==> src/sv/lsal_pkg.sv <==
package lsal_pkg;

  localparam int NUM_LEVELS_DEF = 5;
  localparam int LVL_W = 3;
  localparam int QDEPTH = 2;
  localparam int QAW = $clog2(QDEPTH);
  localparam int DIV_NW = 56;
  localparam int DIV_DW = 30;
  localparam int DIV_CW = 6;

  localparam logic [1:0] ST_MEASURED = 2'd0;
  localparam logic [1:0] ST_UP = 2'd1;
  localparam logic [1:0] ST_DOWN = 2'd2;

  localparam logic [2:0] REG_RED = 3'd0;
  localparam logic [2:0] REG_GREEN = 3'd1;
  localparam logic [2:0] REG_BLUE = 3'd2;
  localparam logic [2:0] REG_TEMP_COEF = 3'd3;
  localparam logic [2:0] REG_TEMP_OFFSET = 3'd4;
  localparam logic [2:0] REG_GLASS = 3'd5;

  typedef struct packed {
    logic        measure;
    logic [1:0]  status;
    logic [2:0]  level;
    logic [15:0] red;
    logic [15:0] green;
    logic [15:0] blue;
    logic [15:0] clear;
  } entry_t;

  typedef struct packed {
    logic [15:0] red_coef;
    logic [15:0] green_coef;
    logic [15:0] blue_coef;
    logic [15:0] temp_coef;
    logic [15:0] temp_offset;
    logic [15:0] glass;
  } cfg_t;

  typedef struct packed {
    logic                start;
    logic [DIV_NW-1:0]   num;
    logic [DIV_DW-1:0]   den;
    logic [DIV_CW-1:0]   nbits;
  } div_req_t;

  function automatic logic [15:0] lv_high(input logic [2:0] l);
    return (l == 3'd0) ? 16'd20000 : 16'd63000;
  endfunction

  function automatic logic [15:0] lv_low(input logic [2:0] l);
    logic [15:0] v;
    unique case (l)
      3'd0: v = 16'd0;
      3'd1: v = 16'd4990;
      3'd2: v = 16'd16790;
      default: v = 16'd15740;
    endcase
    return v;
  endfunction

  function automatic logic [8:0] lv_cycles(input logic [2:0] l);
    return (l == 3'd0) ? 9'd256 : 9'd64;
  endfunction

  function automatic logic [5:0] lv_gain(input logic [2:0] l);
    logic [5:0] v;
    unique case (l)
      3'd0, 3'd1: v = 6'd60;
      3'd2: v = 6'd16;
      3'd3: v = 6'd4;
      default: v = 6'd1;
    endcase
    return v;
  endfunction

  function automatic logic [DIV_DW-1:0] mlux_den(input logic [2:0] l);
    return DIV_DW'(576 * int'(lv_cycles(l)) * int'(lv_gain(l)));
  endfunction

  function automatic logic [DIV_DW-1:0] lux_den(input logic [2:0] l);
    return DIV_DW'(49152 * int'(lv_cycles(l)) * int'(lv_gain(l)));
  endfunction

  function automatic logic sat_flag(input logic [2:0] l, input logic [15:0] c);
    int cyc;
    int sat;
    int sat75;
    logic is_short;
    cyc = int'(lv_cycles(l));
    sat = (cyc > 63) ? 65535 : 1024 * cyc;
    is_short = (cyc * 24) < 1500;
    sat75 = is_short ? sat - sat / 4 : sat;
    return is_short && (int'(c) > sat75);
  endfunction

endpackage

==> src/sv/lsal_queue.sv <==
module lsal_queue (
  input  logic             clk,
  input  logic             rst,
  input  logic             push,
  input  lsal_pkg::entry_t push_entry,
  output logic             full,
  input  logic             pop,
  output logic             empty,
  output lsal_pkg::entry_t head
);
  import lsal_pkg::*;

  entry_t        mem [QDEPTH];
  logic [QAW-1:0] wp;
  logic [QAW-1:0] rp;
  logic [QAW:0]   cnt;

  assign full = cnt == (QAW+1)'(QDEPTH);
  assign empty = cnt == '0;
  assign head = mem[rp];

  always_ff @(posedge clk) begin
    if (rst) begin
      wp <= '0;
      rp <= '0;
      cnt <= '0;
    end else begin
      if (push) wp <= wp + 1'b1;
      if (pop) rp <= rp + 1'b1;
      cnt <= cnt + (QAW+1)'(push) - (QAW+1)'(pop);
    end
  end

  always_ff @(posedge clk) begin
    if (push) mem[wp] <= push_entry;
  end
endmodule

==> config.mk <==
export PLATFORM = sky130hd
export DESIGN_NAME = lsal_queue
export DESIGN_NICKNAME = d
export VERILOG_FILES = /design/src/sv/lsal_pkg.sv /design/src/sv/lsal_queue.sv
export SDC_FILE = /design/constraint.sdc
export NUM_CORES = 1
export LEC_CHECK = 0
export ABC_AREA = 1
export BUFFER_PORTS_ARGS = -buffer_cell sky130_fd_sc_hd__buf_2
export CAP_MARGIN = 20
export CORE_UTILIZATION = 40
export CTS_BUF_LIST = sky130_fd_sc_hd__clkbuf_2 sky130_fd_sc_hd__clkbuf_4 sky130_fd_sc_hd__clkbuf_8
export CTS_CLUSTER_DIAMETER = 100
export DETAILED_ROUTE_END_ITERATION = 12
export PLACE_DENSITY = 0.7
export SLEW_MARGIN = 20
export SYNTH_ARGS = -nofsm -noshare
export SYNTH_HDL_FRONTEND = slang
export SYNTH_SLANG_ARGS = --single-unit
==> constraint.sdc <==
create_clock -name clk -period 4.5 [get_ports clk]
set_input_delay 0.45 -clock clk [delete_from_list [all_inputs] [get_ports clk]]
set_output_delay 0.45 -clock clk [all_outputs]
set_load 0.05 [all_outputs]
[Word-level counts from Yosys, hierarchy flattened]
Memory sizes are Yosys's and may differ from the RTL's. A register that Yosys moved wholly into a read port is not among the register bits.
Cells that the tools add are included.
Operators by class
  add/sub/neg operators: 4
  equal/unequal tests: 1
  mux-type cells: 4
  reductions and logical operators: 1
Operators by type and width (number)
  1-bit 2-to-1 mux: 4
  1-bit adder, second input constant: 2
  2-bit by 1-bit adder with 2-bit output: 1
  2-bit equality test, second input constant: 1
  2-bit zero test: 1
  2-bit by 1-bit subtractor with 2-bit output: 1
Storage, ports and cells
  bits in registers: 4
  RAM bits: 140
  input port bits: 74
  output and inout port bits: 72
  logic and storage cells: 14
  memories: 1
Memory list
  mem: words 2, bits a word 70, read ports 1, clocked after memory_dff 1, wr ports 1, RTL line lsal_queue.sv:13  | entry_t mem [QDEPTH];

[Depth between registers and ports, before layout]
  word-level depth: 3
  depth in mapped cells: 9
  depth with buffers taken out: 9

[Least setup slack after synthesis]
OpenSTA, ideal clock, no wires.
  kind: input port to flip-flop
  start: in push
  end: mem mem[0][0] (netlist bit) (enable)
  setup time: 0.500 ns
  data arrival time: 3.424 ns
  required time: 4.000 ns
  path slack: 0.575 ns
  stages on the path: 2
  buffers on the path: 0
  cells stage by stage: inv_1 -> nor2_1
Between the ends
  longest elaborated chain between the ends: 2
Ends and longest elaborated chain
  start: declaration: RTL line lsal_queue.sv:4  | input logic push,
  1-bit 2-to-1 mux: RTL line lsal_queue.sv:35  | if (push) mem[wp] <= push_entry;
  1-bit 2-to-1 mux (implied by the code): RTL line lsal_queue.sv:35
  end: declaration: RTL line lsal_queue.sv:13
Every way passes these cells.

==> impl_metrics.yaml <==
grt:
  grt_max_degree: 71
  grt_overflow: 0
  grt_pass1_vias: 2843
  grt_pass1_wl_microns: 14000
  antenna_found_initial: 2
  grtUsageTotal_pct: 13.4
critical_path:
  crit_type: "register to output port"
  startpoint_type: "register"
  r2r_slack_ps: 2590
  worst_setup_path_end_kind: "output port"
  r2r_start: "wp"
  crit_required_ps: 4050
  reg2reg_to: "mem[1][66]"
  worst-r2r-cell-count: 3
  crit_path_max_fanout: 25
  arrival_ps: 2180
  worstSetupEndpoint: "head[10]"
synth:
  synth_area_leaders: "edfxtp_1 75%, mux2_4 19%, buf_12 2.5%, dfxtp_1 1.8%, inv_1 0.53%"
  ys_seq_elements: 145
  synth_top_area_share_pct: 74.7
  syn_nets: 325
  yosysWarnings: 0
  seq_area_frac_synth_pct: 76.4
  syn_inst: 249
  avgSynthCellArea_sq_um: 22.6
  synth_area_sq_um: 5630
  yosysTopAreaCell: "edfxtp_1"
  netlist-cell-type-count: 13
detailed_routing:
  wirelength_microns: 9200
  vias: 2752
  drt_pass1_iterations: 4
  drt_iter0_drc: 169
  drc_errors: 0
  final_antenna_net_count: 0
  wl_per_cell_microns: 15.3
  avgViaCountPerCell: 4.59
power:
  p_per_area_nw_per_um2: 476
  peakVddDrop_mv: 0.252
  power_leakage_nw: 2.80
final_layout:
  drive_gt1_share_pct: 60.2
  nets: 485
  most-common-layout-cells: "145 x buf_2, 140 x edfxtp_1, 70 x mux2_4, 23 x clkbuf_8"
  layout_commonest_cell: "buf_2"
  areaGrowthSynthToFinish_pct: 23.3
clock_tree:
  cts_resized: 0
  hold_buffers: 0
  htreeDepth: 4
  cts-buffers-inserted: 17
  cts_tree: "built"
  path_clk_slew_ps: 80
  worstSkewPairLatency_ps: 450
  cts_setup_buffers: 0
  clockBufferDepth: 2
  cts_sinks: 145
  ctsRootBufferMaster: "clkbuf_8"
sta:
  finalMaxSlewViolations: 0
  fmax_mhz: 380
  setup_tns_ps: 0
  rsz0062_at_grt: "false"
  relSlewSlack_pct: 37.0
  final.min_clock_period_ps: 2630
  timing.final.crit_share_pct: 58.4
  hold_violations: 0
  worst_hold_slack_ps: 183
  tightest_slew_ps: 944
  setup_violations: 0
  fin_skew_ps: 9.42
floorplan:
  die_x_microns: 121
  die_y_microns: 121
  initial_core_util_pct: 41.7
  dieArea_sq_um: 14600
  core_region_area_sq_um: 13500
  io_pins: 146
  fp-row-count: 42
place:
  port_buffers: 145
  hpwl_microns: 6020
  gp_congestion: 0.683
run_status:
  status: "finished, final reports clean"
run:
  max_cap_violations: 0
min_path:
  hp-class: "input port to register"
[flip-flops by register name (all words and copies together), names as in the netlist, named ones only]
signal,count
wp,1
cnt,2
rp,1
mem,140
[through the flow]
step / utilization, % / cell area [sq um] / instances / power, W / setup WS [ps]
finish: 51.4 / 6940 / 600 / 0.00331 / 1870
detailed placement: 47.9 / 6470 / 566 / 0.00218 / 2280
global route: 51.4 / 6940 / 598 / 0.00343 / 1750
floorplan: - / 5630 / 249 / 0.00208 / 575
CTS: 51.4 / 6940 / 598 / 0.00334 / 1790
global placement: 47.9 / 6470 / 566 / 0.00217 / 2300
[kinds of logic after synthesis]
logic type	count (synthesis)	share of synthesized area (%)
xor+xnor	1	0.156
fa+ha+maj	2	0.444
compound gates	1	0.0888
buf+inv	16	3.22
simple gates	14	0.978
mux	70	18.7
flops	145	76.4
[final cells by class]
| cell class | instances | area (sq um) |
|---|---|---|
| clock buffers | 24 | 324 |
| repair buffers | 149 | 756 |
| multi-input cells | 88 | 1150 |
| clock inverters | 8 | 146 |
| fillers | 1086 | 6560 |
| well taps | 176 | 220 |
| flip-flops and latches | 145 | 4310 |
| diodes | 2 | 5.00 |
| inverters | 8 | 31.3 |
[where the power goes]
group	internal, W	switching (W)
Clock	0.000700	0.000462
Sequential	0.00156	0.0000313
Combinational	0.000183	0.000367
[cell usage after synthesis]
library cell  count
dfxtp_1           5
buf_12            7
nand2_1           4
nor3_1            1
mux2_4           70
a21oi_1           1
buf_6             1
inv_1             8
xnor2_1           1
nand3_1           1
edfxtp_1        140
nor2_1            8
ha_1              2
[critical path: stages (launching register included)]
cell and delay (ps):
dfxtp_4 660, buf_4 480, mux2_4 340, buf_2 210
[worst min path at each step]
stage	from	to	slack [ps]	cells after the start
final	push_entry[57]	mem[1][57]	180	1
after global routing	push_entry[56]	mem[0][56]	140	1
after CTS	push_entry[57]	mem[0][57]	150	1
after detailed placement	rp	register	510	2
after global placement	rp	register	490	2
after floorplan	rp	register	480	2
[per-layer routing]
| layer | global-route usage (%) | share of wire (%) |
|---|---|---|
| met3 | 5.99 | 7.7 |
| met4 | 7.79 | 2.0 |
| met5 | 0 | 0 |
| met2 | 21.4 | 49 |
| met1 | 14.7 | 41 |
No activity file was read; power rests on OpenSTA's default activity.
