<file path="src/sv/lsal_pkg.sv">
package lsal_pkg;

  localparam int NUM_LEVELS_DEF = 5;
  localparam int LVL_W = 3;
  localparam int QDEPTH = 2;
  localparam int QAW = $clog2(QDEPTH);
  localparam int DIV_NW = 56;
  localparam int DIV_DW = 30;
  localparam int DIV_CW = 6;

  localparam logic [1:0] ST_MEASURED = 2'd0;
  localparam logic [1:0] ST_UP = 2'd1;
  localparam logic [1:0] ST_DOWN = 2'd2;

  localparam logic [2:0] REG_RED = 3'd0;
  localparam logic [2:0] REG_GREEN = 3'd1;
  localparam logic [2:0] REG_BLUE = 3'd2;
  localparam logic [2:0] REG_TEMP_COEF = 3'd3;
  localparam logic [2:0] REG_TEMP_OFFSET = 3'd4;
  localparam logic [2:0] REG_GLASS = 3'd5;

  typedef struct packed {
    logic        measure;
    logic [1:0]  status;
    logic [2:0]  level;
    logic [15:0] red;
    logic [15:0] green;
    logic [15:0] blue;
    logic [15:0] clear;
  } entry_t;

  typedef struct packed {
    logic [15:0] red_coef;
    logic [15:0] green_coef;
    logic [15:0] blue_coef;
    logic [15:0] temp_coef;
    logic [15:0] temp_offset;
    logic [15:0] glass;
  } cfg_t;

  typedef struct packed {
    logic                start;
    logic [DIV_NW-1:0]   num;
    logic [DIV_DW-1:0]   den;
    logic [DIV_CW-1:0]   nbits;
  } div_req_t;

  function automatic logic [15:0] lv_high(input logic [2:0] l);
    return (l == 3'd0) ? 16'd20000 : 16'd63000;
  endfunction

  function automatic logic [15:0] lv_low(input logic [2:0] l);
    logic [15:0] v;
    unique case (l)
      3'd0: v = 16'd0;
      3'd1: v = 16'd4990;
      3'd2: v = 16'd16790;
      default: v = 16'd15740;
    endcase
    return v;
  endfunction

  function automatic logic [8:0] lv_cycles(input logic [2:0] l);
    return (l == 3'd0) ? 9'd256 : 9'd64;
  endfunction

  function automatic logic [5:0] lv_gain(input logic [2:0] l);
    logic [5:0] v;
    unique case (l)
      3'd0, 3'd1: v = 6'd60;
      3'd2: v = 6'd16;
      3'd3: v = 6'd4;
      default: v = 6'd1;
    endcase
    return v;
  endfunction

  function automatic logic [DIV_DW-1:0] mlux_den(input logic [2:0] l);
    return DIV_DW'(576 * int'(lv_cycles(l)) * int'(lv_gain(l)));
  endfunction

  function automatic logic [DIV_DW-1:0] lux_den(input logic [2:0] l);
    return DIV_DW'(49152 * int'(lv_cycles(l)) * int'(lv_gain(l)));
  endfunction

  function automatic logic sat_flag(input logic [2:0] l, input logic [15:0] c);
    int cyc;
    int sat;
    int sat75;
    logic is_short;
    cyc = int'(lv_cycles(l));
    sat = (cyc > 63) ? 65535 : 1024 * cyc;
    is_short = (cyc * 24) < 1500;
    sat75 = is_short ? sat - sat / 4 : sat;
    return is_short && (int'(c) > sat75);
  endfunction

endpackage

</file>
<file path="src/sv/lsal_front.sv">
module lsal_front #(
  parameter int NUM_LEVELS = lsal_pkg::NUM_LEVELS_DEF
) (
  input  logic                clk,
  input  logic                rst,
  input  logic                s_tvalid,
  output logic                s_tready,
  input  logic [63:0]         s_tdata,
  input  logic                full,
  output logic                push,
  output lsal_pkg::entry_t    push_entry
);
  import lsal_pkg::*;

  logic [2:0] range_level;
  logic [2:0] range_level_next;
  logic       measure_pending;
  logic [15:0] clear;
  logic       up;
  logic       down;

  assign s_tready = !full;
  assign push = s_tvalid && !full;
  assign clear = s_tdata[63:48];

  always_comb begin
    up = !measure_pending && (int'(range_level) + 1 < NUM_LEVELS)
         && (clear > lv_high(range_level));
    down = !measure_pending && (range_level != 3'd0) && (clear < lv_low(range_level));
    push_entry.red = s_tdata[15:0];
    push_entry.green = s_tdata[31:16];
    push_entry.blue = s_tdata[47:32];
    push_entry.clear = clear;
    priority if (up) begin
      range_level_next = range_level + 3'd1;
      push_entry.measure = 1'b0;
      push_entry.status = ST_UP;
    end else if (down) begin
      range_level_next = range_level - 3'd1;
      push_entry.measure = 1'b0;
      push_entry.status = ST_DOWN;
    end else begin
      range_level_next = range_level;
      push_entry.measure = 1'b1;
      push_entry.status = ST_MEASURED;
    end
    push_entry.level = range_level_next;
  end

  always_ff @(posedge clk) begin
    if (rst) begin
      range_level <= '0;
      measure_pending <= 1'b0;
    end else if (push) begin
      range_level <= range_level_next;
      measure_pending <= up || down;
    end
  end

`ifndef ASSERT_OFF
  a_level_range: assert property (@(posedge clk) disable iff (rst)
    int'(range_level) < NUM_LEVELS) else $error("level out of range");
  a_pending_meas: assert property (@(posedge clk) disable iff (rst)
    (push && measure_pending) |-> push_entry.measure) else $error("pending sample ranged");
  a_step_sets: assert property (@(posedge clk) disable iff (rst)
    (push && !push_entry.measure) |=> measure_pending) else $error("pending not set");
`endif
endmodule

</file>
<file path="config.mk">
export PLATFORM = sky130hd
export DESIGN_NAME = lsal_front
export DESIGN_NICKNAME = d
export VERILOG_FILES = /design/src/sv/lsal_pkg.sv /design/src/sv/lsal_front.sv
export SDC_FILE = /design/constraint.sdc
export NUM_CORES = 1
export LEC_CHECK = 0
export ABC_AREA = 1
export BUFFER_PORTS_ARGS = -buffer_cell sky130_fd_sc_hd__buf_4
export CORE_AREA = 2 2 66 68
export DETAILED_ROUTE_END_ITERATION = 12
export DIE_AREA = 0 0 68 70
export MAX_ROUTING_LAYER = met4
export PLACE_DENSITY = 0.79
export SLEW_MARGIN = 10
export SYNTH_ARGS = -nofsm -noshare
export SYNTH_HDL_FRONTEND = slang
export SYNTH_SLANG_ARGS = --single-unit
export TNS_END_PERCENT = 20
</file>
<file path="constraint.sdc">
create_clock -name clk -period 2.6 [get_ports clk]
set_input_delay 0.13 -clock clk [delete_from_list [all_inputs] [get_ports clk]]
set_output_delay 0.13 -clock clk [all_outputs]
set_load 0.03 [all_outputs]
</file>
# Word-level counts from Yosys, hierarchy flattened
# Index checks and enable logic that the tools add are counted.
# Widths: inputs -> output; s select.
# word_totals
rom_bits	0
output_inout_bits	72
latch_bits	0
input_bits	68
ram_bits	0
memories	0
regBits	4
# op_classes
n_bitwise	0
n_reduce_logical	10
n_mux	6
eq_ne	2
multipliers	0
n_shift	0
n_lt_le_gt_ge	3
add_sub_neg	3
div	0
# op_table
operator	n
$pmux 15 s3	1
$gt 16x16->1	1
$lt 16x16->1	1
$mux 16	1
$mux 3	4
$logic_and 1x1->1	5
$add 3x1->4 const B	1
$lt 4x3->1 const B	1
$add 3x1->3 const B	1
$eq 3x1->1 const B	1
$eq 3x2->1 const B	1
$logic_not 3->1	1
$reduce_bool 3->1	1
$sub 3x1->3 const B	1
$logic_not 1->1	2
$logic_or 1x1->1	1

# Depth between registers and ports, before layout
# Gate-level depths: netlist of run 1.
# logic_depth
depth_word	6
mapped_depth	18

# Least setup slack after synthesis of run 1
# OpenSTA, ideal clock, no wires.
# synth_path
path_type	reg2out
start	register range_level[0]
end	output push_entry[68] in the netlist's numbering
stages_incl_launch_ff	13
t_arrival_ns	2.199
required_time_ns	2.470
slack_ns	0.271
path_cell_list	dfxtp_1 inv_1 ha_1 inv_1 nor2_2 ha_1 nand2_1 nor2_1 nand4_1 o21a_1 nand2_1 inv_1 nor2_1
# synth_rtl
element	line_no	source
start, declared	lsal_front.sv:15	logic [2:0] range_level;
start signal, assigned	lsal_front.sv:55	range_level <= range_level_next;
end, declared	lsal_front.sv:11	output lsal_pkg::entry_t push_entry

==> results of run 1 <==
-- layout make-up --
type | count | area [um2]
Clock buffer | 3 | 41.3
Fill cell | 458 | 2580
Inverter | 26 | 113
Multi-Input combinational cell | 112 | 851
Sequential cell | 4 | 85.1
Tap cell | 52 | 65.1
Timing Repair Buffer | 52 | 405
-- cell usage in the layout (no fill, tap or decap), types with 5 or more instances in the layout --
cell,n
a21oi_1,7
buf_4,48
ha_4,5
nand3_1,5
nand4_1,5
inv_1,20
nor2_1,15
nand2_1,30
ha_1,13
-- routing by layer --
layer	up-vias	wire length, um	track usage
met5	-	0	-
met4	0	29	0.0489
met3	10	214	0.0209
met2	34	1580	0.215
met1	491	1200	0.134
li1	575	-	-
-- what timing repair did --
item | in CTS | in global routing
setup endpoints to repair | 5 | 5
hold buffers | 0 | 0
setup buffers | 0 | 7
pin swaps | 0 | 15
gates resized for setup | 6 | 24
-- worst max-delay path by stage --
stage | slack (ns) | startpoint | end | cells after the start
6_report | 0.04 | range_level[0]$_SDFFE_PP0P_ | push_entry[65] | 13
5_1_grt | -0.11 | range_level[0]$_SDFFE_PP0P_ | push_entry[66] | 13
4_1_cts | 0.01 | range_level[0]$_SDFFE_PP0P_ | push_entry[64] | 15
3_5_place_dp | 0.09 | range_level[0]$_SDFFE_PP0P_ | push_entry[65] | 14
3_3_place_gp | 0.16 | range_level[0]$_SDFFE_PP0P_ | push_entry[65] | 14
2_1_floorplan | 0.27 | range_level[0]$_SDFFE_PP0P_ | push_entry[68] | 12
-- per-stage QoR --
step	cells	instance area (um2)	TNS, ns
final	249	1560	0
after floorplan	208	1430	0
after global routing	249	1560	-0.500
after global placement	239	1330	0
after CTS	242	1390	0
after detailed placement	239	1330	0
-- state kept, by name, indices dropped and copies added (netlist names) --
signal,count
range_level,3
measure_pending,1
-- kinds of logic after synthesis --
| logic type | after synthesis | synth area share |
|---|---|---|
| xor+xnor | 2 | 0.0123 |
| fa+ha+maj | 20 | 0.175 |
| compound gates | 18 | 0.0866 |
| buf+inv | 92 | 0.423 |
| flops | 4 | 0.0560 |
| simple gates | 72 | 0.248 |
-- power breakdown --
group,switching [uW],total (uW),internal (uW)
logic,247,432,185
clock network,33.2,132,98.8
registers,6.46,73.1,66.6
-- worst max-delay path, stage by stage, from the launching register on --
cell and delay (ns):
dfxtp_4 0.36, inv_6 0.07, ha_4 0.14, inv_1 0.06
nor2_4 0.24, ha_1 0.17, nand2_1 0.07, nor3_1 0.20
nand4_1 0.14, o21a_1 0.22, nand2_2 0.14, nand4_1 0.14
nand3_2 0.12, buf_6 0.13
==> metrics, run 1 <==
status=finished clean; Hold WC Path Type=input port to register; Hold Fails Final Rpt=0; Static Leakage=0.000844 uW; register area share after synthesis=0.0560; initial antenna violation count=0; Slew @ Worst Pin=0.258 ns; Slew Viols, Final=0; RSZ-0062 raised after global routing=yes; DR WL/cell=12.1 um; Core Area=0.00414 mm2; RD Place Congestion=0.834; Clock Latency Late Sink=0.22 ns; DP Worst Slack=0.0852 ns; Mapped Cells=208; Reg2Reg Setup Slack=0.25 ns; Worst Hold End=range_level[0]$_SDFFE_PP0P_; root buf cell=clkbuf_8; die width=68 um; r2r worst-path depth=16; overall routing resource usage=0.123; Syn. warnings=0; Die Area=0.00476 mm2; Mean Syn Cell Area=6.88 um2; reg-to-reg endpoint=measure_pending$_SDFFE_PP0P_; startpoint types=register; H-tree depth=1; clock sinks=4; Seq cells post-synth=4; Worst Path Required=2.47 ns; drt first pass iters=4; syn nets=296; Slew headroom=0.828; CP Max Fanout=7; synthesized area=0.00143 mm2; FP Rows=24; global-route wire length before repair=4460 um; Iter 0 DRT Violations=39; MaxCap Viol Count=0; CTS tree=yes; CP arrival=2.43 ns; most instantiated library cell after synthesis=buf_4; die extent in y=70 um; n_diodes=0; vias in the first global route=1039; total CTS buffers=3; Max Clock Skew=0.00111 ns; Worst setup EP type=primary output; hold path startpoint=rst; final net count=287; dpl hpwl=2340 um; worst r2r src=range_level[0]$_SDFFE_PP0P_; Tot Pwr=637 uW; synth cell count leaders=65 x buf_4, 32 x nand2_1, 23 x inv_1; vias=1110; Min Clock Period, post-route=2.56 ns; Post-synth EDFFs=0; Area Overhead vs Synth=9.10%; worst setup path category=register to primary output; Synth area leaders=buf_4 34%, ha_1 17%, nand2_1 8.4%; Final ANT Viol Nets=0; Yosys cell types=26; Final period util=0.986; final setup fails=0; Worst VDD drop=0.000355 V; fraction of registers with async set/reset=0; P per Cell Area=409 mW/mm2; Final Util=0.377; layout cells sized above 1=0.442; f_max=390 MHz; clk buf depth=2; worst-case hold slack=0.148 ns; post-synth top area cell=buf_4; IO buf count=43; Worst-path clk slew=0.03 ns; top_reg_cell synth=dfxtp_1; WL final=3020 um; Initial Utilization=0.345; Yosys top cell area share=0.341; GRT overflow=0; setup ws final=0.0358 ns; largest net degree at the start of global routing=8; Cells on Worst Hold Path=4; DRC=0; DR vias/cell=4.46; IO Pins=140
Note: power is estimated with default switching activity, not from simulation.
==> inputs of run 2 (changes only) <==
--- a/config.mk
+++ b/config.mk
@@ -11,7 +11,8 @@
 export DETAILED_ROUTE_END_ITERATION = 12
 export DIE_AREA = 0 0 68 70
 export MAX_ROUTING_LAYER = met4
-export PLACE_DENSITY = 0.79
+export PLACE_DENSITY = 0.86
+export RECOVER_POWER = 100
 export SLEW_MARGIN = 10
 export SYNTH_ARGS = -nofsm -noshare
 export SYNTH_HDL_FRONTEND = slang
==> run 2 against run 1 <==
Register-to-register slack better by 0.02 ns. Power down 5.7%. Maximum frequency down 0.43%. Via count up 5.0%. Worst hold slack better by 0.0047 ns. Critical path type unchanged. Largest cell class unchanged. Highest routed layer unchanged.
==> metrics, run 2 (synthesized netlist as in run 1, its figures left out) <==
crit-path max cell delay=0.35 ns (about the same); Tot Pwr=601 uW (-5.7%); Hold WC Path Type=input port to register; Slew headroom=0.755 (-0.0730); vias=1165 (+5.0%); DR WL/cell=12.4 um (+2.2%); DRC=0 (unchanged); MaxCap Viol Count=0 (unchanged); die extent in y=70 um (unchanged); status=finished clean; CP Cell Sequence=inv_4, ha_4, inv_2, nor2_4, ha_4, nand2_1, nor2_1, nand4_1, o211ai_1, nand2_4, buf_6, nand3_1, nand3_2, buf_6; Iter 0 DRT Violations=66 (+69%); worst setup path category=register to primary output; Biggest register=range_level; met3 wire len=263 um (+23%); Initial Utilization=0.345 (unchanged); Final period util=0.990 (+0.00424); Worst VDD drop=0.000295 V (-17%); FP Rows=24 (unchanged); WP buf/inv=4 (+1); Die Area=0.00476 mm2 (unchanged); Final ANT Viol Nets=0 (unchanged); startpoint types=register; largest net degree at the start of global routing=8 (unchanged); WL final=3040 um (+0.56%); root buf cell=clkbuf_8; n_diodes=0 (unchanged); IO Pins=140 (unchanged); f_max=388 MHz (-0.43%); DR top layer=met4; dpl hpwl=2410 um (+2.9%); Worst-path clk slew=0.03 ns (about the same); Core Area=0.00414 mm2 (unchanged); RSZ-0062 raised after global routing=yes; clock sinks=4 (unchanged); initial antenna violation count=0 (unchanged); Min Clock Period, post-route=2.58 ns (+0.0110 ns); clk buf depth=2 (unchanged); Largest regs=range_level (3), measure_pending (1); P per Cell Area=416 mW/mm2 (+1.9%); cts hold-fix bufs=0 (unchanged); Slew @ Worst Pin=0.370 ns (+0.112 ns); vias in the first global route=1062 (+2.2%); Worst setup EP type=primary output; worst-case hold slack=0.153 ns (+0.00469 ns); Clock Latency Late Sink=0.21 ns (about the same); Hold Fails Final Rpt=0 (unchanged); Slew Viols, Final=0 (unchanged); Worst Path Required=2.47 ns (about the same); CP Max Fanout=7 (unchanged); DR vias/cell=4.76 (+6.7%); Layout Cells excl Fill=245 (-1.6%); Static Leakage=0.000763 uW (-9.6%); max reg flops=3 (unchanged); Area Overhead vs Synth=1.05%; global-route wire length before repair=4460 um (unchanged); IO buf count=43 (unchanged); FILL cells=477 (+4.1%); commonest cells after routing, fill and taps aside=31 x nand2_1, 29 x buf_4, 18 x inv_1, 17 x clkbuf_1; die width=68 um (unchanged); drt first pass iters=4 (unchanged); GRT overflow=0 (unchanged); layout cells sized above 1=0.337 (-0.105); total CTS buffers=3 (unchanged); final setup TNS=0 ns (unchanged); RD Place Congestion=0.857 (+2.7%); routed length on met1=1220 um (+1.8%); most common cell after layout, fill and taps aside=nand2_1; delay-heaviest family, CP=simple AND/OR/NAND/NOR gates; met2 wire len=1500 um (-5.1%); Final Util=0.349 (-0.0278); CP max stage cell=dfxtp_4; CP arrival=2.45 ns (+0.02 ns); final setup fails=0 (unchanged); H-tree depth=1 (unchanged); overall routing resource usage=0.121 (-0.00141); final net count=283 (-1.4%); placed insts=239 (unchanged); Max Clock Skew=0.00198 ns (+0.000873 ns); CTS tree=yes
-- run 2: cell count changes in the layout (fill, tap and decap cells not counted), sizes merged --
cell / before / now
buf: 52 / 31
clkbuf: 3 / 20
-- run 2: final timing paths --
| check | start | endpoint | slack [ns] | cells past startpoint |
|---|---|---|---|---|
| max | range_level[1]$_SDFFE_PP0P_ | push_entry[66] | 0.02 | 14 |
| min reg2reg | measure_pending$_SDFFE_PP0P_ | measure_pending$_SDFFE_PP0P_ | 0.56 | 2 |
| max reg2reg | range_level[1]$_SDFFE_PP0P_ | range_level[2]$_SDFFE_PP0P_ | 0.27 | 15 |
| min | rst | range_level[0]$_SDFFE_PP0P_ | 0.15 | 4 |
-- run 2: repair_timing --
| action | in CTS | in global routing |
|---|---|---|
| buffers inserted | 1 | 3 |
| setup endpoints to repair | 6 | 5 |
| pin swaps | 3 | 8 |
| gates resized for setup | 11 | 17 |
-- run 2: power breakdown --
part	switching (uW)	internal, uW	total, uW
clock network	29.2	98.4	128
registers	8.34	66.2	74.5
logic	241	158	399
-- run 2: area by class of cell --
class	count	area [um2]	share of cell area
inverters	26	113	0.0779
repair buffers	48	304	0.210
multi-input cells	112	835	0.577
flip-flops and latches	4	87.6	0.0606
clock buffers	3	41.3	0.0286
well taps	52	65.1	0.0450
-- run 2: worst min-delay path: cells and delay by family --
family | cells | cell delay [ns]
buffers and inverters | 2 | 0.11
AOI/OAI and AO/OA | 1 | 0.03
and+or+nand+nor | 1 | 0.05
-- run 2: per-stage QoR --
step / worst slack [ns] / instance area [um2]
2_1_floorplan: 0.271 / 1430
3_3_place_gp: 0.123 / 1330
3_5_place_dp: 0.0321 / 1330
4_1_cts: 0.0377 / 1400
5_1_grt: -0.146 / 1450
6_report: 0.0248 / 1450
-- run 2: per-layer routing --
layer  track usage  vias to the layer above
li1              -                      573
met1         0.128                      523
met2         0.210                       53
met3        0.0177                       16
met4        0.0644                        0
met5             -                        -
==> inputs of run 3 (changes only) <==
--- a/config.mk
+++ b/config.mk
@@ -12,7 +12,7 @@
 export DIE_AREA = 0 0 68 70
 export MAX_ROUTING_LAYER = met4
 export PLACE_DENSITY = 0.86
-export RECOVER_POWER = 100
+export RECOVER_POWER = 25
 export SLEW_MARGIN = 10
 export SYNTH_ARGS = -nofsm -noshare
 export SYNTH_HDL_FRONTEND = slang
==> run 3 against run 2 <==
Register-to-register slack about the same. Clock power barely moved. Cell area up 4.4%. Sequential share of layout area decreased by 0.26 points. First-iteration DRC count increased by 1.5%. Sequential cell count is the same. Critical path type unchanged. Critical endpoint unchanged. Largest cell class unchanged. Highest routed layer unchanged.
==> metrics, run 3 (synthesized netlist as in run 1, its figures left out) <==
CP max stage cell=dfxtp_4; placed insts=239 (unchanged); largest net degree at the start of global routing=8 (unchanged); worst setup path category=register to primary output; commonest cells after routing, fill and taps aside=46 x buf_4, 31 x nand2_1, 18 x inv_1, 16 x nor2_1, 16 x ha_1; initial antenna violation count=0 (unchanged); clock sinks=4 (unchanged); n_diodes=0 (unchanged); root buf cell=clkbuf_8; CP Cell Sequence=inv_4, ha_4, inv_2, nor2_4, ha_4, nand2_1, nor2_1, nand4_1, o211ai_1, nand2_4, buf_6, nand3_1, nand3_2, buf_6; RD Place Congestion=0.857 (unchanged); P per Cell Area=407 mW/mm2 (-2.3%); FP Rows=24 (unchanged); CTS tree=yes; Core Area=0.00414 mm2 (unchanged); Layout Cells excl Fill=245 (unchanged); final net count=283 (unchanged); Placed Area=0.00133 mm2 (unchanged); FILL cells=447 (-6.3%); final setup fails=0 (unchanged); vias in the first global route=1062 (unchanged); Largest regs=range_level (3), measure_pending (1); overall routing resource usage=0.121 (unchanged); CP Max Fanout=7 (unchanged); Tot Pwr=613 uW (+2.0%); most common cell after layout, fill and taps aside=buf_4; Final ANT Viol Nets=0 (unchanged); Hold WC Path Type=input port to register; total CTS buffers=3 (unchanged); clk buf depth=2 (unchanged); CP arrival=2.44 ns (about the same); IO buf count=43 (unchanged); Initial Utilization=0.345 (unchanged); dpl hpwl=2410 um (unchanged); RSZ-0062 raised after global routing=yes; Biggest register=range_level; die extent in y=70 um (unchanged); Max Clock Skew=0.00199 ns (+0.0000112 ns); die width=68 um (unchanged); WL final=3020 um (-0.46%); Clock Latency Late Sink=0.21 ns (about the same); IO Pins=140 (unchanged); drt first pass iters=4 (unchanged); final setup TNS=0 ns (unchanged); MaxCap Viol Count=0 (unchanged); Worst VDD drop=0.000294 V (-0.19%); Iter 0 DRT Violations=67 (+1.5%); Area Overhead vs Synth=5.51%; max reg flops=3 (unchanged); DR WL/cell=12.3 um (-0.46%); crit-path max cell delay=0.35 ns (about the same); Static Leakage=0.000825 uW (+8.1%); Worst-path clk slew=0.03 ns (about the same); Slew headroom=0.760 (+0.00564); Slew @ Worst Pin=0.359 ns (-0.0105 ns); f_max=388 MHz (about the same); post-route cell area=0.00151 mm2 (+4.4%); startpoint types=register; H-tree depth=1 (unchanged); Min Clock Period, post-route=2.57 ns (-0.000523 ns); layout cells sized above 1=0.425 (+0.0881); Worst Path Required=2.47 ns (about the same); Final Util=0.364 (+0.0154); Die Area=0.00476 mm2 (unchanged); GRT overflow=0 (unchanged); Hold Fails Final Rpt=0 (unchanged); DRC=0 (unchanged); vias=1163 (-0.17%); global-route wire length before repair=4460 um (unchanged); Slew Viols, Final=0 (unchanged); DR vias/cell=4.75 (-0.17%); status=finished clean; Final period util=0.990 (about the same); Worst setup EP type=primary output
[run 3: power breakdown]
part | total, uW | internal, uW | switching [uW] | leakage, uW
clock | 127 | 98.4 | 29.0 | 0.0000216
combinational | 411 | 170 | 242 | 0.000769
sequential | 74.5 | 66.2 | 8.35 | 0.0000343
[run 3: final cells by class]
type	count	area, um2	share of cell area
clock buffer	3	41.3	0.0274
timing repair buffer	48	368	0.244
sequential	4	87.6	0.0580
multi-input combinational	112	835	0.553
inverter	26	113	0.0746
tap	52	65.1	0.0431
[run 3: timing repair]
action                     in CTS  in global routing
setup endpoints to repair       6                  5
resized for setup              11                 17
pin swaps                       3                  8
hold buffers                    0                  0
cloned                          0                  0
setup buffers                   1                  3
[run 3: routing by layer]
| metal | up-vias | GRT usage | part of all wire |
|---|---|---|---|
| met5 | - | - | 0 |
| met4 | 0 | 0.0644 | 0.019 |
| met3 | 16 | 0.0177 | 0.083 |
| met2 | 53 | 0.210 | 0.49 |
| met1 | 521 | 0.128 | 0.40 |
| li1 | 573 | - | - |
[run 3: worst paths after layout]
check	from	slack, ns	to	cells past startpoint
setup reg to reg	range_level[1]$_SDFFE_PP0P_	0.27	range_level[2]$_SDFFE_PP0P_	15
setup / recovery	range_level[1]$_SDFFE_PP0P_	0.03	push_entry[66]	14
hold / removal	rst	0.15	range_level[0]$_SDFFE_PP0P_	4
hold reg to reg	measure_pending$_SDFFE_PP0P_	0.56	measure_pending$_SDFFE_PP0P_	2
[run 3: metrics by stage]
stage	hold WS (ns)	worst slack (ns)
after global placement	0.260	0.123
after detailed placement	0.260	0.0321
after CTS	0.149	0.0377
after global routing	0.159	-0.146
after floorplan	0.275	0.271
final	0.154	0.0253
[run 3: worst max-delay path, delay by kind of cell, from the launching register on]
family                     cells  cell delay (ns)
DFF                            1             0.35
buffers and inverters          4             0.40
and+or+nand+nor                7             0.85
adders and majority gates      2             0.32
AOI/OAI and AO/OA              1             0.29
